`config.mk`:
```
export PLATFORM = sky130hd
export DESIGN_NAME = lgs_ram
export DESIGN_NICKNAME = d
export VERILOG_FILES = /design/src/lgs_ram.sv
export SDC_FILE = /design/constraint.sdc
export NUM_CORES = 2
export LEC_CHECK = 0
export BUFFER_PORTS_ARGS = -buffer_cell sky130_fd_sc_hd__buf_4
export CORE_MARGIN = 5
export CORE_UTILIZATION = 40
export CTS_BUF_LIST = sky130_fd_sc_hd__clkbuf_4
export DETAILED_ROUTE_END_ITERATION = 12
export HOLD_SLACK_MARGIN = 0.08
export SLEW_MARGIN = 0
export SYNTH_ARGS = -nofsm -noshare
export SYNTH_HDL_FRONTEND = slang
export SYNTH_SLANG_ARGS = --single-unit
```
`constraint.sdc`:
```
create_clock -name clk -period 8.9 [get_ports clk]
set_clock_uncertainty 0.1 [all_clocks]
set_input_delay 0.445 -clock clk [delete_from_list [all_inputs] [get_ports clk]]
set_output_delay 0.445 -clock clk [all_outputs]
set_load 0.03 [all_outputs]
```
`src/lgs_ram.sv`:
```
module lgs_ram #(
  parameter int WIDTH = 64,
  parameter int DEPTH = 64
) (
  input  logic                     clk,
  input  logic                     we,
  input  logic [$clog2(DEPTH)-1:0] waddr,
  input  logic [WIDTH-1:0]         wdata,
  input  logic [$clog2(DEPTH)-1:0] raddr,
  output logic [WIDTH-1:0]         rdata
);

  logic [WIDTH-1:0] mem [DEPTH];
  logic [WIDTH-1:0] rdata_r;

  always_ff @(posedge clk) begin
    if (we) begin
      mem[waddr] <= wdata;
    end
    rdata_r <= mem[raddr];
  end

  assign rdata = rdata_r;

endmodule

```
==> results.json <==
{
  "yosysUniqueCellTypes": 33,
  "yosysMostFrequentCell": "edfxtp_1",
  "ant_nets": 0,
  "whs_endpoint": "rdata[18]$_DFF_P_",
  "dieHeight_um": 635,
  "status": "completed",
  "final_core_util": 0.465,
  "worstRegToRegCells": 7,
  "vias": 79400,
  "dieArea_mm2": 0.403,
  "n_fill_cell": 32600,
  "tightest_slew_ns": 1.22,
  "synth_ff_type": "edfxtp_1",
  "period_minus_slack_ns": 4.14,
  "min_path_cells": 5,
  "via_per_inst": 5.73,
  "synth-async-reset-ratio": 0,
  "clkPwrFrac": 0.405,
  "synth.area.top_cells": "edfxtp_1 (79%), mux4_2 (15%), mux2i_1 (0.86%)",
  "worstPathRequired_ns": 10.26,
  "r2r-start": "mem[31][48]$_DFFE_PP_",
  "layout-drive-gt1-share": 0.374,
  "critPathMaxFanout": 114,
  "finalCritPeriodShare": 0.465,
  "synthesis.area_mm2": 0.156,
  "p_per_area_mw_per_mm2": 222,
  "tns_ns": 0,
  "yosysTopAreaCell": "edfxtp_1",
  "synth_seq_cells": 4160,
  "cap_violations": 0,
  "routedWlPerCell_um": 31.8,
  "drc": 0,
  "critical-path-max-stage-delay_ns": 0.97,
  "rr_endpoint": "rdata[48]$_DFF_P_",
  "critPathKind": "in -> reg",
  "cpMostUsedCell": "dlygate4sd3_1",
  "hold_path_startpoint": "raddr[4]",
  "synth_common_cells": "edfxtp_1 (4096), mux4_2 (1024), buf_2 (170)",
  "gr-total-overflow": 0,
  "swShare": 0.222,
  "io_pins": 142,
  "cp-end-kind": "flip-flop",
  "place_hpwl_um": 227000,
  "p_seq_frac": 0.543,
  "yosys_warnings": 0,
  "synth-seq-area-share": 0.795,
  "syn-num-nets": 6676,
  "globalRouteTotalUtil": 0.218,
  "drv_slew": 0,
  "die_w_um": 635,
  "grt_setup_unrepaired": "no",
  "coreArea_mm2": 0.389,
  "row_count": 229,
  "max-clock-path-buffers": 5,
  "vdd_drop_max_mv": 0.124,
  "cp_num_buf_inv": 6,
  "drtPass1Iterations": 5,
  "nets": 7996,
  "clk_latency_ns": 1.65,
  "synth_top_cell_area_share": 0.787,
  "grt_pass1_vias": 83800,
  "grt_max_degree": 115,
  "clock.fmax_mhz": 242,
  "internal_power_mw": 31.2,
  "final_cells": 13900,
  "total_power_mw": 40.1,
  "power_switching_mw": 8.92,
  "report.final.setup_viol": 0,
  "rrSetupSlack_ns": 5.68,
  "syn_inst": 6598,
  "clkSlewWorstSetupHoldPaths_ns": 0.06,
  "crit_slowest_cell": "buf_4",
  "place_inst": 11800,
  "start_util": 0.402,
  "hold_path.class": "in -> reg",
  "path_cells": "dlygate4sd3_1, buf_8, buf_12, buf_4, mux4_2, o221ai_1, o22ai_1, dlygate4sd3_1, and3_1, dlygate4sd3_1",
  "crit_path_start_kind": "primary input",
  "finalWirelength_um": 440000,
  "slew_headroom": 0.184,
  "crit_arrival_ns": 5.49,
  "first_iter_violations": 9956,
  "antenna_found_initial": 36,
  "root_buffer": "clkbuf_4",
  "htreeDepth": 7,
  "leakage_nw": 57.9,
  "syn_avg_cell_area_um2": 23.7,
  "gp_congestion": 0.773,
  "grt_pass1_wl_um": 623000,
  "pwr-share-comb": 0.052,
  "ctsResizeCount": 0,
  "hold_viol_final": 0,
  "cts_setup_buffers": 0,
  "cts_tree": "done",
  "cts.sinks": 4160,
  "io_buffer_count": 141,
  "numCtsBuffers": 1130,
  "syn2layout_area_growth_pct": 15.8,
  "crit_family": "buffers and inverters",
  "synth_edf_count": 4096
}
[worst reg2reg max path: cells and delay by family, from the launching register on]
kind,cells,cell delay (ns)
buffers and inverters,3,1.74
muxes,1,0.48
DFF,1,0.37
AOI/OAI and AO/OA,2,0.25
and+or+nand+nor,1,0.15
[layer usage]
metal	part of all wire	GRT usage
met2	0.50	0.353
met5	0	0
met3	0.089	0.0527
met1	0.39	0.289
met4	0.026	0.0760
[flip-flops by register name (all words and copies together), names as in the netlist]
signal and flops:
mem 4096, rdata 64
[what timing repair did]
action	CTS	global route
hold buffers	223	0
endpoints found under the hold margin	5935	0
endpoints found under the setup margin	0	0
[cell families (layout without fill, tap and decap cells)]
logic type | after synthesis | after routing | synth area share
AOI/OAI and AO/OA | 504 | 504 | 0.0248
muxes | 1159 | 1159 | 0.156
other | 0 | 19 | 0
DFF | 4160 | 4160 | 0.795
and+or+nand+nor | 386 | 386 | 0.0124
buffers and inverters | 389 | 2431 | 0.0118
[per-stage QoR]
| step | hold slack [ns] | setup slack (ns) | instance area, um2 |
|---|---|---|---|
| final | 0.237 | 4.76 | 181000 |
| after global routing | 0.121 | 4.76 | 181000 |
| after CTS | 0.0858 | 4.84 | 181000 |
| after detailed placement | 0.740 | 4.26 | 164000 |
| after global placement | 0.715 | 4.25 | 164000 |
| after floorplan | 0.444 | 2.92 | 156000 |
[area by class of cell]
class                      instances  area (um2)  area share
tap                             5197        6500      0.0359
clock buffer                    1645       12300      0.0682
antenna                           19        47.5    0.000263
clock inverter                   209        1120     0.00619
multi-input combinational       2049       30800       0.170
sequential                      4160      124000       0.687
inverter                          19        71.3    0.000394
timing repair buffer             558        5870      0.0324
[cell usage in the layout (no fill, tap or decap), types with 19 or more instances in the layout]
cell type / instances
a211oi_1: 63
a22o_1: 88
nand2_1: 55
a22oi_1: 168
o221ai_1: 38
diode_2: 19
a2bb2oi_1: 19
buf_12: 47
clkinv_1: 151
dlygate4sd3_1: 159
nor2_1: 47
buf_4: 316
nor2b_1: 24
mux4_2: 1024
buf_16: 34
or2_2: 28
edfxtp_1: 4096
o22ai_1: 83
or3_1: 29
a41oi_1: 26
inv_1: 19
dfxtp_1: 64
inv_2: 23
nand3_1: 45
nor2_4: 65
mux2i_1: 135
clkbuf_4: 1645
clkinv_2: 19
and3_1: 64
[power by group through the flow]
stage	combinational [mW]	sequential, mW	clock, mW
finish	2.08	21.8	16.3
global route	2.19	21.8	17.9
CTS	2.10	21.8	16.6
detailed placement	1.93	22.2	0
global placement	1.90	22.2	0
floorplan	1.01	22.2	0
[worst max-delay path by stage]
| stage | startpoint | to | slack [ns] | cells after the start |
|---|---|---|---|---|
| floorplan | waddr[3] | mem[48][0]$_DFFE_PP_ | 2.92 | 4 |
| global placement | raddr[2] | rdata[24]$_DFF_P_ | 4.25 | 8 |
| detailed placement | raddr[2] | rdata[24]$_DFF_P_ | 4.26 | 8 |
| CTS | raddr[2] | rdata[48]$_DFF_P_ | 4.84 | 10 |
| global route | raddr[2] | rdata[48]$_DFF_P_ | 4.76 | 10 |
| finish | raddr[2] | rdata[48]$_DFF_P_ | 4.76 | 10 |
No activity file was read; power rests on OpenSTA's default activity.
