`src/lgs_pkg.sv`:
```
package lgs_pkg;

  localparam int ROW_BITS        = 64;
  localparam int POP_BITS        = 13;
  localparam int CFG_BITS        = 7;
  localparam int CFG_INDEX_BITS  = 1;
  localparam int INDEX_BITS      = 6;
  localparam int MODE_BITS       = 2;

  localparam int DEF_MAX_COLUMNS = 64;
  localparam int DEF_MAX_ROWS    = 64;

  localparam logic [CFG_BITS-1:0] GRID_WIDTH_RESET  = 7'd20;
  localparam logic [CFG_BITS-1:0] GRID_HEIGHT_RESET = 7'd20;

  localparam logic [CFG_INDEX_BITS-1:0] REG_GRID_WIDTH  = 1'b0;
  localparam logic [CFG_INDEX_BITS-1:0] REG_GRID_HEIGHT = 1'b1;

  localparam logic [3:0] SURVIVE_LOW = 4'd2;
  localparam logic [3:0] BIRTH_COUNT = 4'd3;

  typedef enum logic [MODE_BITS-1:0] {
    MODE_LOAD = 2'd0,
    MODE_STEP = 2'd1,
    MODE_READ = 2'd2,
    MODE_NONE = 2'd3
  } mode_t;

  typedef struct packed {
    logic clear;
    logic valid;
    logic last;
  } merge_ctl_t;

endpackage

```
`src/lgs_lane.sv`:
```
module lgs_lane (
  input  logic [2:0] up,
  input  logic [2:0] mid,
  input  logic [2:0] dn,
  output logic       alive_nxt
);

  logic [3:0] count;

  always_comb begin
    count = 4'(up[0]) + 4'(up[1]) + 4'(up[2]) + 4'(mid[0]) + 4'(mid[2])
          + 4'(dn[0]) + 4'(dn[1]) + 4'(dn[2]);
    if (mid[1]) begin
      alive_nxt = (count == lgs_pkg::SURVIVE_LOW) || (count == lgs_pkg::BIRTH_COUNT);
    end else begin
      alive_nxt = (count == lgs_pkg::BIRTH_COUNT);
    end
  end

endmodule

```
`config.mk`:
```
export PLATFORM = sky130hd
export DESIGN_NAME = lgs_lane
export DESIGN_NICKNAME = d
export VERILOG_FILES = /design/src/lgs_pkg.sv /design/src/lgs_lane.sv
export SDC_FILE = /design/constraint.sdc
export NUM_CORES = 1
export LEC_CHECK = 0
export ABC_CLOCK_PERIOD_IN_PS = 5650
export BUFFER_PORTS_ARGS = -buffer_cell sky130_fd_sc_hd__buf_2
export CAP_MARGIN = 20
export CELL_PAD_IN_SITES_DETAIL_PLACEMENT = 1
export CELL_PAD_IN_SITES_GLOBAL_PLACEMENT = 1
export CORE_AREA = 2 2 39 41
export DETAILED_ROUTE_END_ITERATION = 6
export DIE_AREA = 0 0 41 43
export PLACE_DENSITY_LB_ADDON = 0.1
export SYNTH_ARGS = -nofsm -noshare
export SYNTH_HDL_FRONTEND = slang
export SYNTH_SLANG_ARGS = --single-unit
export TNS_END_PERCENT = 50
```
`constraint.sdc`:
```
create_clock -name vclk -period 5.65
set_input_delay 1.13 -clock vclk [all_inputs]
set_output_delay 1.13 -clock vclk [all_outputs]
set_load 0.05 [all_outputs]
```
==> summary.log <==
INFO  route          drc=0
INFO  cells_and_area nClkBuffers=0
INFO  critical_path  critical_path.startpoint=up[0]
INFO  synth          post_synth_xor_xnor_area=0
INFO  power          netSwitchingPower=30.3uW
INFO  cells_and_area flops_and_latches=0
INFO  clock_tree     post_cts_hold_buffer_count=0
INFO  route          drt_first_iter_violations=0
INFO  power          power.internal=19.4uW
INFO  critical_path  arrival=4.12ns
INFO  sta            fin_crit=5.25ns
INFO  synth          synthDistinctLibCells=8
INFO  die            die_w=41um
INFO  power          vdd_drop_max=34.2uV
INFO  power          share_seq_of_total_power=0
INFO  cells_and_area postLayoutCoreUtil=0.195
INFO  critical_path  timing.setup.critical_path_class=input port to output pin
INFO  placement      post-place-cells=49
INFO  sta            finalCritPeriodShare=0.929
INFO  placement      io_buffer_count=10
INFO  synth          syn-instance-count=23
INFO  route          drtAntennaViolNets=0
INFO  placement      finalWeightedCongestion=0.612
INFO  hold_path      worstHoldPathType=input port to output pin
INFO  flow_run       drv_cap=0
INFO  clock_tree     post_cts_resize_count=0
INFO  global_routing grt_antenna_before_repair=0
INFO  synth          synth_top_cell_area_share=0.400
INFO  synth          synth.yosys.seq_area_share=0
INFO  sta            hold_viol=0
INFO  placement      placement.cell_area=270um2
INFO  power          swShare=0.610
INFO  route          topRoutingLayerUsed=met3
INFO  synth          synth-simple-area-share=0.0688
INFO  synth          yosys.area.top_type=sky130_fd_sc_hd__fa_1
INFO  critical_path  critical_path.slowest_cell=sky130_fd_sc_hd__fa_1
INFO  sta            fin_setup_tns=0ns
INFO  cells_and_area final_cell_count_no_fill=49
INFO  synth          synth.net_count=39
INFO  critical_path  crit_cells=11
INFO  critical_path  critical_path_buf_inv_count=4
INFO  sta            worst_margin_pin_slew=0.237ns
INFO  critical_path  timing.critical_path.to_type=output pin
INFO  power          share_comb_of_total_power=1.000
INFO  synth          mapped_avg_cell_area=8.70um2
INFO  synth          syn-cell-area=200um2
INFO  global_routing vias_in_the_first_global_route=209
INFO  synth          yosys-top-cells-count=sky130_fd_sc_hd__inv_1 (11), sky130_fd_sc_hd__fa_1 (4), sky130_fd_sc_hd__ha_1 (3)
INFO  power          pwr_density_cell=184nW/um2
INFO  die            floorplan.io_pins=10
INFO  critical_path  critPathLaunchType=input port
INFO  synth          main_combinational_cell_family_by_area_after_synthesis=adder cells
INFO  critical_path  critPathMostFrequentCell=sky130_fd_sc_hd__fa_1
INFO  route          met3_wirelength=17um
INFO  cells_and_area number_of_filler_cells_placed_in_the_layout=175
INFO  cells_and_area share_of_layout_cells_above_drive_strength_1=0.333
INFO  cells_and_area nets=51
INFO  synth          yosysWarningCount=0
INFO  global_routing gr-total-overflow=0
INFO  route          met1_length=149um
INFO  critical_path  critical_path.cell_chain=buf_2 > inv_1 > fa_1 > fa_1 > fa_1 > inv_1 > ha_1 > fa_1 > o211a_1 > a211oi_2 > buf_2
INFO  synth          netlist_top_cells_area=sky130_fd_sc_hd__fa_1 (40%), sky130_fd_sc_hd__inv_1 (21%), sky130_fd_sc_hd__ha_1 (19%)
INFO  global_routing grt_max_degree=4
INFO  outcome        result_of_the_run=complete, no violations
INFO  sta            timing.final.ws_setup=0.401ns
INFO  route          avgRoutedWirePerCell=7.88um
INFO  cells_and_area syn2layout_area_growth=35.0%
INFO  power          power.clock.fraction=0
INFO  critical_path  timing.critical_path.fanout_max=3
INFO  die            dieHeight=43um
INFO  die            fp-row-count=14
INFO  synth          post-synth-top-count-cell=sky130_fd_sc_hd__inv_1
INFO  sta            rsz0062_at_grt=no
INFO  power          leakage=0.172nW
INFO  sta            final-max-slew-violation-count=0
INFO  sta            slew-limit-headroom=0.840
INFO  die            core_region_area=1380um2
INFO  cells_and_area layout.cell_area.non_filler=270um2
INFO  critical_path  largest_incremental_delay_on_the_critical_path=0.55ns
INFO  critical_path  critical-path-top-delay-family=adder cells
INFO  sta            setup_violations=0
INFO  sta            whs=2.82ns
INFO  placement      sum_of_net_half_perimeters_after_detailed_placement=384um
INFO  synth          synth-adder-area-share=0.588
INFO  sta            fmax=0.191GHz
INFO  route          vias_per_cell=3.73
INFO  route          wirelength=386um
INFO  cells_and_area regArea=0um2
INFO  synth          share_of_the_synthesized_area_in_compound_gates_ao_oa_aoi_oai=0.138
INFO  route          detailedRoute.firstPassIterationCount=1
INFO  critical_path  crit_path_end=alive_nxt
INFO  global_routing global_route_wire_length_before_repair=779um
INFO  cells_and_area antenna_diode_instance_count=0
INFO  route          route.met2.wl=219um
INFO  global_routing grtUsageTotal=0.0602
INFO  synth          synth.mux.area_fraction=0
INFO  clock_tree     post_cts_buffers=0
INFO  die            starting_utilization_of_the_core_area=0.145
INFO  critical_path  required=4.52ns
INFO  route          detailroute.via_count=183
INFO  placement      post_placement_worst_setup_slack=0.392ns
INFO  die            die_area=1760um2
INFO  power          power=49.6uW
## logic make-up (layout without fill, tap and decap cells)
family	Yosys count	count (layout)
adder cells (fa/ha/maj)	7	7
AND/OR/NAND/NOR	2	2
AO/OA/AOI/OAI	3	3
buffers and inverters	11	21
## per-layer routing
layer | track usage | vias up
li1 | - | 87
met1 | 0.0675 | 91
met2 | 0.122 | 5
met3 | 0 | 0
met4 | 0 | 0
met5 | 0 | -
## worst min-delay path: stages
cell	delay, ns
sky130_fd_sc_hd__buf_2	0.10
sky130_fd_sc_hd__o21ai_0	0.21
sky130_fd_sc_hd__a211oi_2	0.04
sky130_fd_sc_hd__buf_2	0.20
## layout make-up
cell class         count  area, um2  area share
inverters             11       41.3       0.153
multi-input cells     12        159       0.588
well taps             16       20.0      0.0741
repair buffers        10       50.0       0.185
## worst min path at each step
stage          startpoint   endpoint  slack (ns)  depth (start not counted)
2_1_floorplan      mid[1]  alive_nxt        2.55                          2
3_3_place_gp       mid[1]  alive_nxt        2.82                          4
3_5_place_dp       mid[1]  alive_nxt        2.81                          4
4_1_cts            mid[1]  alive_nxt        2.83                          4
5_1_grt            mid[1]  alive_nxt        2.90                          4
6_report           mid[1]  alive_nxt        2.82                          4
## cell usage in the layout, fill, tap and decap left out, drive strengths merged
cell and count:
nand3b 1, o21ai 1, o211a 1, or2 1
buf 10, a211oi 1, fa 4, ha 3
inv 11
## power groups by stage
stage	sequential, mW	clock [mW]	combinational (mW)
global placement	0	0	0.0483
global route	0	0	0.0588
CTS	0	0	0.0508
detailed placement	0	0	0.0504
finish	0	0	0.0496
floorplan	0	0	0.0376
(Power assumes the default switching activity.)
