[src/lgs_pkg.sv]
package lgs_pkg;

  localparam int ROW_BITS        = 64;
  localparam int POP_BITS        = 13;
  localparam int CFG_BITS        = 7;
  localparam int CFG_INDEX_BITS  = 1;
  localparam int INDEX_BITS      = 6;
  localparam int MODE_BITS       = 2;

  localparam int DEF_MAX_COLUMNS = 64;
  localparam int DEF_MAX_ROWS    = 64;

  localparam logic [CFG_BITS-1:0] GRID_WIDTH_RESET  = 7'd20;
  localparam logic [CFG_BITS-1:0] GRID_HEIGHT_RESET = 7'd20;

  localparam logic [CFG_INDEX_BITS-1:0] REG_GRID_WIDTH  = 1'b0;
  localparam logic [CFG_INDEX_BITS-1:0] REG_GRID_HEIGHT = 1'b1;

  localparam logic [3:0] SURVIVE_LOW = 4'd2;
  localparam logic [3:0] BIRTH_COUNT = 4'd3;

  typedef enum logic [MODE_BITS-1:0] {
    MODE_LOAD = 2'd0,
    MODE_STEP = 2'd1,
    MODE_READ = 2'd2,
    MODE_NONE = 2'd3
  } mode_t;

  typedef struct packed {
    logic clear;
    logic valid;
    logic last;
  } merge_ctl_t;

endpackage

[src/lgs_merge.sv]
module lgs_merge #(
  parameter int COLS = lgs_pkg::DEF_MAX_COLUMNS
) (
  input  logic                         clk,
  input  logic                         rst_n,
  input  lgs_pkg::merge_ctl_t          ctl,
  input  logic [COLS-1:0]              row,
  output logic [lgs_pkg::POP_BITS-1:0] pop,
  output logic                         done
);

  localparam int NG = (COLS + 7) / 8;
  localparam int PW = NG * 8;
  localparam int CNTW = $clog2(COLS + 1);
  localparam int PB = lgs_pkg::POP_BITS;

  logic [PW-1:0]   row_pad;
  logic [3:0]      grp_cnt [NG];
  logic [3:0]      grp_r   [NG];
  logic [CNTW-1:0] row_sum;
  logic [CNTW-1:0] cnt_r;
  logic            v1_r, last1_r, v2_r, last2_r;
  logic [PB-1:0]   pop_r;
  logic            done_r;

  assign row_pad = PW'(row);

  always_comb begin
    for (int g = 0; g < NG; g++) begin
      grp_cnt[g] = '0;
      for (int b = 0; b < 8; b++) begin
        grp_cnt[g] = grp_cnt[g] + 4'(row_pad[g*8 + b]);
      end
    end
    row_sum = '0;
    for (int g = 0; g < NG; g++) begin
      row_sum = row_sum + CNTW'(grp_r[g]);
    end
  end

  always_ff @(posedge clk) begin
    if (!rst_n) begin
      v1_r    <= 1'b0;
      last1_r <= 1'b0;
      v2_r    <= 1'b0;
      last2_r <= 1'b0;
      done_r  <= 1'b0;
      pop_r   <= '0;
    end else begin
      v1_r    <= ctl.valid && !ctl.clear;
      last1_r <= ctl.last;
      v2_r    <= v1_r && !ctl.clear;
      last2_r <= last1_r;
      done_r  <= v2_r && last2_r && !ctl.clear;
      if (ctl.clear) begin
        pop_r <= '0;
      end else if (v2_r) begin
        pop_r <= pop_r + PB'(cnt_r);
      end
    end
    grp_r <= grp_cnt;
    cnt_r <= row_sum;
  end

  assign pop  = pop_r;
  assign done = done_r;

endmodule

[config.mk]
export PLATFORM = sky130hd
export DESIGN_NAME = lgs_merge
export DESIGN_NICKNAME = d
export VERILOG_FILES = /design/src/lgs_pkg.sv /design/src/lgs_merge.sv
export SDC_FILE = /design/constraint.sdc
export NUM_CORES = 1
export LEC_CHECK = 0
export BUFFER_PORTS_ARGS = -buffer_cell sky130_fd_sc_hd__buf_2
export CAP_MARGIN = 20
export CORE_MARGIN = 2
export CORE_UTILIZATION = 30
export DETAILED_ROUTE_END_ITERATION = 10
export HOLD_SLACK_MARGIN = 0.12
export PLACE_DENSITY = 0.51
export SLEW_MARGIN = 40
export SYNTH_ARGS = -nofsm -noshare
export SYNTH_HDL_FRONTEND = slang
export SYNTH_SLANG_ARGS = --single-unit
[constraint.sdc]
create_clock -name clk -period 3.37 [get_ports clk]
set_clock_uncertainty 0.05 [all_clocks]
set_input_delay 0.674 -clock clk [delete_from_list [all_inputs] [get_ports clk]]
set_output_delay 0.674 -clock clk [all_outputs]
set_load 0.02 [all_outputs]
==> flow_summary.json, run 1 <==
{
  "synth_common_cells": "inv_1 (125), dfxtp_1 (57), fa_1 (56)",
  "synth_top_area_frac": 0.2901,
  "setup_viol": 4,
  "area_growth_syn_to_layout_pct": 23.95,
  "cts_root_buf": "clkbuf_16",
  "hold_violations": 0,
  "dp_hpwl_um": 5467,
  "cpMaxStageDelayCell": "fa_1",
  "fin_crit_ns": 3.429,
  "maxSlewViolCount": 0,
  "timing.fmax_ghz": 0.2916,
  "ys_types": 40,
  "synthSimpleGateAreaFrac": 0.06902,
  "arrival_ns": 3.60,
  "die_h_um": 118.5,
  "fin_cells": 653,
  "yosys.area_share.adder": 0.4059,
  "worstSetupPathType": "flip-flop to flip-flop",
  "yosys-top-cells-area": "dfxtp_1 (29%), fa_1 (28%), ha_1 (12%)",
  "postCtsSetupBuffers": 0,
  "ys_warn_count": 0,
  "htree_levels": 3,
  "violations": "setup timing",
  "post_synth_mux_area_share": 0.01781,
  "core-area_um2": 12720,
  "holdWs_ns": 0.3743,
  "vdd_ir_drop_max_v": 0.0008173,
  "crit_family": "adder cells",
  "drtIter0Drc": 69,
  "fin_ws_ns": -0.05915,
  "dp_cells": 637,
  "path_clk_slew_ns": 0.05,
  "worstSetupEndpointType": "flip-flop",
  "yosysMostFrequentCell": "inv_1",
  "drive_gt1_frac": 0.2495,
  "die-area_um2": 14040,
  "cts_made_buffers": 9,
  "synth_nets": 548,
  "slew_headroom": 0.5626,
  "ios": 83,
  "cts_tree": "yes",
  "synth_enable_flop_cells": 0,
  "syn-instance-count": 385,
  "tns_ns": -0.1635,
  "hp-class": "flip-flop to flip-flop",
  "drc_errors": 0,
  "rsz0062_at_grt": "true",
  "synth-seq-cells": 57,
  "grt-ovfl-total": 0,
  "synth_sequential_area_ratio": 0.2901,
  "fin_nets": 639,
  "maxCapViolations": 0,
  "wl_um": 6414,
  "critPathLaunchType": "flip-flop",
  "cellLeakagePower_nw": 2.574,
  "preCtsSetupSlack_ns": -0.08603,
  "fin_crit_sh": 1.018,
  "via_per_inst": 4.014,
  "status": "complete, but fails checks",
  "gp_congestion": 0.7621,
  "ant_nets": 0,
  "slowest_delay_ns": 0.54,
  "critPathBufInv": 6,
  "synth_xor_area_frac": 0.03562,
  "power.density_nw_per_um2": 1130,
  "syn_area_per_cell_um2": 10.22,
  "cts.sinks": 57,
  "tightest_slew_ns": 0.6548,
  "cp_cell_sequence": "inv_2 > fa_1 > inv_2 > fa_1 > fa_1 > inv_2 > fa_1 > inv_1 > ha_2 > inv_2 > fa_2 > inv_1",
  "die_x_um": 118.5,
  "grt_antenna_before_repair": 0,
  "synth_top_family_by_area": "adder cells",
  "grt_pass1_wl_um": 11780,
  "start_util": 0.3092,
  "crit_required_ns": 3.54,
  "drt_pass1_iterations": 4,
  "crit_fanout": 2,
  "wl_per_cell_um": 9.822,
  "vias": 2621,
  "synth-main-ff-cell": "dfxtp_1",
  "hold_buffers": 0,
  "syn_area_um2": 3934,
  "finalPower_mw": 5.509,
  "grt_max_degree": 15,
  "row_count": 41,
  "synth_top_cell_by_area": "dfxtp_1",
  "numPortBuffers": 82,
  "antennaDiodeCount": 0,
  "grt_usage": 0.1045,
  "synthArstFlopShare": 0,
  "synth_compound_area_frac": 0.05884,
  "clock_latency_ns": 0.32,
  "grt_pass1_vias": 2902,
  "ctsLongestPathBuffers": 2
}
[stage by stage]
step                utilization  instance area, um2
floorplan                     -                3943
global placement         0.3586                4562
detailed placement       0.3586                4562
CTS                      0.3830                4872
global route             0.3833                4876
finish                   0.3833                4876
[layer usage]
layer	global-route usage	wire, um
met1	0.1132	2784
met2	0.1893	3218
met3	0.02992	305
met4	0.04464	106
met5	0	0
[path summary, 6_finish.rpt]
path | start | endpoint | slack (ns) | depth (start not counted)
worst max-delay path | grp_r[10]$_DFF_P_ | cnt_r[3]$_DFF_P_ | -0.06 | 12
worst min-delay path | v1_r$_SDFF_PN0_ | v2_r$_SDFF_PN0_ | 0.37 | 1
worst min register to register | v1_r$_SDFF_PN0_ | v2_r$_SDFF_PN0_ | 0.37 | 1
worst max register to register | grp_r[10]$_DFF_P_ | cnt_r[3]$_DFF_P_ | -0.06 | 12
[registers in the layout, summed over array words and instances, names as in the netlist]
signal and flops:
v1_r 1, grp_r 32, last2_r 1, pop 13, v2_r 1, cnt_r 7
last1_r 1, done 1
[area by class of cell]
cell class	count	area, um2
Multi-Input combinational cell	200	2318
Clock buffer	14	274.0
Timing Repair Buffer	83	417.9
Sequential cell	57	1146
Fill cell	1325	7846
Clock inverter	2	35.03
Inverter	125	469.2
Tap cell	172	215.2
[what timing repair did]
item,CTS,global route
pin swaps,2,7
setup endpoints to repair,4,4
resized for setup,4,9
[worst reg2reg max path, stage by stage (launching register included)]
cell and delay (ns):
dfxtp_2 0.32, inv_2 0.04, fa_1 0.54, inv_2 0.04, fa_1 0.49, fa_1 0.51
inv_2 0.04, fa_1 0.46, inv_1 0.07, ha_2 0.18, inv_2 0.04, fa_2 0.51
inv_1 0.03
[cells by family (layout without fill, tap and decap cells)]
kind of cell | count (synthesis) | count (layout)
buffers and inverters | 128 | 224
xor gates and xnor gates | 16 | 16
and+or+nand+nor | 51 | 51
adders and majority gates | 94 | 94
DFF | 57 | 57
AOI/OAI and AO/OA | 32 | 32
muxes | 7 | 7
[cells in the final DEF, fill, tap and decap left out, drive strengths merged, types with 2 or more instances in the layout]
master  netlist  routed
a211oi        5       5
a21o          2       2
a21oi        11      11
and2          5       5
buf           2      83
clkbuf        1      14
dfxtp        57      57
fa           56      56
ha           38      38
inv         125     125
mux2i         7       7
nand2         5       5
nand2b        5       5
nand3         3       3
nor2         15      15
nor2b        11      11
nor3          3       3
o211ai        2       2
o21ai         4       4
xnor2         5       5
xor2         11      11
[where the power goes]
group          internal (mW)  switching, mW
registers              0.955         0.0767
logic                   1.71           1.85
clock network          0.630          0.282
total                   3.30           2.21
Power figures use the tool's default switching activity.
==> run 2: changes to the inputs <==
--- a/config.mk
+++ b/config.mk
@@ -11,7 +11,7 @@
 export CORE_UTILIZATION = 30
 export DETAILED_ROUTE_END_ITERATION = 10
 export HOLD_SLACK_MARGIN = 0.12
-export PLACE_DENSITY = 0.51
+export PLACE_DENSITY = 0.48
 export SLEW_MARGIN = 40
 export SYNTH_ARGS = -nofsm -noshare
 export SYNTH_HDL_FRONTEND = slang
==> flow_summary.json, run 2 (same netlist as run 1, synthesis figures left out) <==
{
  "crit_required_ns": 3.53,
  "r2r_slack_ns": -0.03,
  "path_common_cell": "inv_2",
  "drtIter0Drc": 90,
  "hp-class": "flip-flop to flip-flop",
  "ant_nets": 0,
  "die_h_um": 118.5,
  "status": "complete, but fails checks",
  "maxSlewViolCount": 0,
  "fin_nets": 640,
  "slew_headroom": 0.5339,
  "seq_area_um2": 1145,
  "grt_antenna_before_repair": 0,
  "start_util": 0.3092,
  "cts_made_buffers": 9,
  "die_x_um": 118.5,
  "grt_usage": 0.09682,
  "holdWs_ns": 0.3693,
  "gp_congestion": 0.7378,
  "cts_root_buf": "clkbuf_16",
  "finalPower_mw": 5.564,
  "vdd_ir_drop_max_v": 0.0009968,
  "slowest_delay_ns": 0.54,
  "via_per_inst": 3.902,
  "row_count": 41,
  "r2r_cells": 12,
  "largest_register_ffs": 32,
  "antennaDiodeCount": 0,
  "fin_ws_ns": -0.02920,
  "drive_gt1_frac": 0.2510,
  "ios": 83,
  "final_util": 0.3816,
  "numPortBuffers": 82,
  "dp_hpwl_um": 5255,
  "power.density_nw_per_um2": 1146,
  "grt_pass1_vias": 2711,
  "cellLeakagePower_nw": 2.565,
  "hold_depth": 1,
  "arrival_ns": 3.56,
  "die-area_um2": 14040,
  "p_int_mw": 3.322,
  "swShare": 0.4030,
  "fin_crit_sh": 1.009,
  "worstSetupEndpointType": "flip-flop",
  "clkPwrFrac": 0.146,
  "multi_input_area_um2": 2321,
  "layout_commonest_cell": "inv_1",
  "violations": "setup timing",
  "critPathLaunchType": "flip-flop",
  "grt_pass1_wl_um": 11010,
  "fin_crit_ns": 3.399,
  "htree_levels": 3,
  "worstSetupPathType": "flip-flop to flip-flop",
  "core-area_um2": 12720,
  "setup_viol": 2,
  "rsz0062_at_grt": "true",
  "maxCapViolations": 0,
  "ctsLongestPathBuffers": 2,
  "path_clk_slew_ns": 0.05,
  "fin_area_um2": 4855,
  "grt-ovfl-total": 0,
  "cts_tree": "yes",
  "grt_max_degree": 15,
  "cpMaxStageDelayCell": "fa_1",
  "fillers": 1321,
  "drt_pass1_iterations": 4,
  "drc_errors": 0,
  "clock_latency_ns": 0.31,
  "postPlaceCellArea_um2": 4562,
  "tightest_slew_ns": 0.6978,
  "vias": 2552,
  "regMostFlops": "grp_r",
  "hold_violations": 0,
  "power_frac_seq": 0.185,
  "crit_fanout": 2,
  "cts.sinks": 57,
  "wl_um": 6143,
  "wl_per_cell_um": 9.393,
  "cp_cell_sequence": "inv_2 > fa_1 > inv_2 > fa_2 > fa_1 > inv_2 > fa_1 > inv_1 > ha_2 > inv_2 > fa_2 > inv_2",
  "p_switching_mw": 2.242,
  "timing.fmax_ghz": 0.2942,
  "p_comb_frac": 0.669,
  "hold_buffers": 0,
  "area_growth_syn_to_layout_pct": 23.41,
  "layout_common_cells": "inv_1 (117), buf_2 (82), fa_1 (54), dfxtp_1 (54), ha_1 (37)"
}
[run 2: changes by cell type in the layout (fill, tap and decap cells not counted)]
cell       previous run  this run
fa_1                 55        54
buf_6                 0         1
fa_2                  1         2
bufinv_16             1         0
clkinv_2              1         3
dfxtp_2               4         3
clkbuf_8              3         2
dfxtp_1              53        54
[run 2: path summary, 6_finish.rpt]
| kind | from | endpoint |
|---|---|---|
| worst min-delay path | v1_r$_SDFF_PN0_ | v2_r$_SDFF_PN0_ |
| worst min register to register | v1_r$_SDFF_PN0_ | v2_r$_SDFF_PN0_ |
| worst max-delay path | grp_r[10]$_DFF_P_ | cnt_r[3]$_DFF_P_ |
| worst max register to register | grp_r[10]$_DFF_P_ | cnt_r[3]$_DFF_P_ |
[run 2: layout make-up]
class / instances / area share
Multi-Input combinational cell: 200 / 0.4781
Clock inverter: 3 / 0.003093
Inverter: 125 / 0.09665
Sequential cell: 57 / 0.2358
Tap cell: 172 / 0.04433
Timing Repair Buffer: 84 / 0.08840
Clock buffer: 13 / 0.05361
[run 2: what timing repair did]
action                     in CTS  in global routing
pin swaps                       1                  9
setup endpoints to repair       4                  4
setup buffers                   0                  1
cloned                          0                  0
gates resized for setup         5                  9
[run 2: power groups by stage]
stage          logic, mW  registers (mW)  clock network, mW
3_5_place_dp        3.57            1.04                  0
3_3_place_gp        3.49            1.04                  0
4_1_cts             3.63            1.03              0.843
2_1_floorplan       2.78            1.02                  0
6_report            3.72            1.03              0.814
5_1_grt             4.50            1.05              0.871
[run 2: through the flow]
step | TNS (ns) | std cells | worst slack (ns)
after floorplan | -0.01593 | 385 | -0.01593
after global placement | -0.02909 | 637 | -0.02175
after detailed placement | -0.1978 | 637 | -0.07667
after CTS | -0.1565 | 653 | -0.06495
after global routing | -0.4542 | 654 | -0.1545
final | -0.05332 | 654 | -0.02920
[run 2: critical path, delay by kind of cell (launching register included)]
kind       cells  cell delay [ns]
fa+ha+maj      6             2.67
buf+inv        6             0.26
flops          1             0.31
[run 2: layer usage]
metal	global-route usage	part of all wire
met1	0.1099	0.44
met2	0.1720	0.50
met3	0.02799	0.041
met4	0.03571	0.013
met5	0	0
==> run 3: changes to the inputs <==
--- a/config.mk
+++ b/config.mk
@@ -5,13 +5,13 @@
 export SDC_FILE = /design/constraint.sdc
 export NUM_CORES = 1
 export LEC_CHECK = 0
-export BUFFER_PORTS_ARGS = -buffer_cell sky130_fd_sc_hd__buf_2
-export CAP_MARGIN = 20
+export CAP_MARGIN = 10
 export CORE_MARGIN = 2
 export CORE_UTILIZATION = 30
 export DETAILED_ROUTE_END_ITERATION = 10
+export DONT_BUFFER_PORTS = 1
 export HOLD_SLACK_MARGIN = 0.12
-export PLACE_DENSITY = 0.48
+export PLACE_DENSITY = 0.42
 export SLEW_MARGIN = 40
 export SYNTH_ARGS = -nofsm -noshare
 export SYNTH_HDL_FRONTEND = slang
==> flow_summary.json, run 3 (same netlist as run 1, synthesis figures left out) <==
{
  "critPathLaunchType": "flip-flop",
  "p_switching_mw": 2.286,
  "timing.fmax_ghz": 0.2930,
  "antennaDiodeCount": 0,
  "dp_hpwl_um": 5231,
  "maxSlewViolCount": 0,
  "violations": "setup timing",
  "layout_common_cells": "inv_1 (118), dfxtp_1 (55), fa_1 (54), ha_1 (37), nor2_1 (15)",
  "cts_tree": "yes",
  "die_h_um": 118.5,
  "ios": 83,
  "grt-ovfl-total": 0,
  "regMostFlops": "grp_r",
  "grt_max_degree": 15,
  "layout_commonest_cell": "inv_1",
  "finalPower_mw": 5.611,
  "maxCapViolations": 0,
  "slew_headroom": 0.5668,
  "via_per_inst": 4.017,
  "swShare": 0.4073,
  "cellLeakagePower_nw": 2.220,
  "crit_fanout": 2,
  "crit_required_ns": 3.57,
  "r2r_slack_ns": -0.04,
  "hold_violations": 0,
  "cts_root_buf": "clkbuf_16",
  "ant_nets": 0,
  "postPlaceCellArea_um2": 4151,
  "rsz0062_at_grt": "true",
  "clkPwrFrac": 0.145,
  "power_frac_seq": 0.184,
  "fin_area_um2": 4443,
  "grt_pass1_vias": 2487,
  "wl_per_cell_um": 10.64,
  "fin_crit_ns": 3.413,
  "numPortBuffers": 0,
  "fillers": 1340,
  "worstSetupEndpointType": "flip-flop",
  "drive_gt1_frac": 0.09250,
  "area_growth_syn_to_layout_pct": 12.95,
  "row_count": 41,
  "cts.sinks": 57,
  "power.density_nw_per_um2": 1263,
  "vdd_ir_drop_max_v": 0.001075,
  "core-area_um2": 12720,
  "multi_input_area_um2": 2321,
  "grt_pass1_wl_um": 10490,
  "fin_ws_ns": -0.04273,
  "hp-class": "flip-flop to flip-flop",
  "clock_latency_ns": 0.32,
  "arrival_ns": 3.62,
  "drt_pass1_iterations": 4,
  "largest_register_ffs": 32,
  "wl_um": 6084,
  "status": "complete, but fails checks",
  "grt_antenna_before_repair": 0,
  "cts_made_buffers": 9,
  "drtIter0Drc": 46,
  "hold_buffers": 0,
  "drc_errors": 0,
  "p_int_mw": 3.325,
  "die_x_um": 118.5,
  "worstSetupPathType": "flip-flop to flip-flop",
  "fin_crit_sh": 1.013,
  "holdWs_ns": 0.3690,
  "start_util": 0.3092,
  "htree_levels": 3,
  "vias": 2298,
  "ctsLongestPathBuffers": 2,
  "p_comb_frac": 0.671,
  "tightest_slew_ns": 0.6484,
  "gp_congestion": 0.8166,
  "fin_nets": 558,
  "seq_area_um2": 1144,
  "path_clk_slew_ns": 0.05,
  "die-area_um2": 14040,
  "final_util": 0.3492,
  "grt_usage": 0.09449,
  "setup_viol": 2
}
run 3: path summary, 6_finish.rpt:
path | from | end | cells after the start
setup / recovery | grp_r[22]$_DFF_P_ | cnt_r[6]$_DFF_P_ | 14
hold reg to reg | v1_r$_SDFF_PN0_ | v2_r$_SDFF_PN0_ | 1
setup reg to reg | grp_r[22]$_DFF_P_ | cnt_r[6]$_DFF_P_ | 14
hold / removal | v1_r$_SDFF_PN0_ | v2_r$_SDFF_PN0_ | 1
run 3: power by group through the flow:
stage          logic, mW  clock network [mW]  registers, mW
2_1_floorplan       2.78                   0           1.02
5_1_grt             4.57               0.878           1.05
4_1_cts             3.74               0.849           1.04
3_3_place_gp        3.47                   0           1.05
3_5_place_dp        3.61                   0           1.05
6_report            3.77               0.813           1.03
run 3: layer usage:
metal  part of all wire  track usage
met2               0.49       0.1626
met3              0.067      0.04344
met1               0.42       0.1002
met4              0.015      0.03795
met5                  0            0
run 3: critical path, stage by stage (launching register included):
cell      delay, ns
dfxtp_2        0.31
inv_2          0.03
fa_1           0.54
inv_2          0.04
fa_2           0.46
fa_1           0.49
inv_1          0.05
fa_1           0.46
inv_1          0.07
ha_2           0.19
inv_2          0.04
fa_2           0.35
nor2b_1        0.13
o21ai_1        0.06
nand2b_1       0.07
run 3: final cells by class:
cell class	count	share of cell area
clock buffer	13	0.05858
clock inverter	3	0.003379
inverter	125	0.1056
multi-input combinational	200	0.5224
sequential	57	0.2574
tap	172	0.04844
timing repair buffer	2	0.004224
run 3: timing repair:
item                       CTS  global route
gates resized for setup      4             8
pin swaps                    6             5
setup endpoints to repair    4             4
buffers inserted             1             0
run 3: per-stage QoR:
| stage | cells | setup TNS (ns) | setup slack (ns) |
|---|---|---|---|
| final | 572 | -0.06382 | -0.04273 |
| after global routing | 572 | -0.5241 | -0.2001 |
| after CTS | 572 | -0.1204 | -0.07153 |
| after detailed placement | 555 | -0.2032 | -0.07801 |
| after global placement | 555 | -0.04085 | -0.02611 |
| after floorplan | 385 | -0.01593 | -0.01593 |
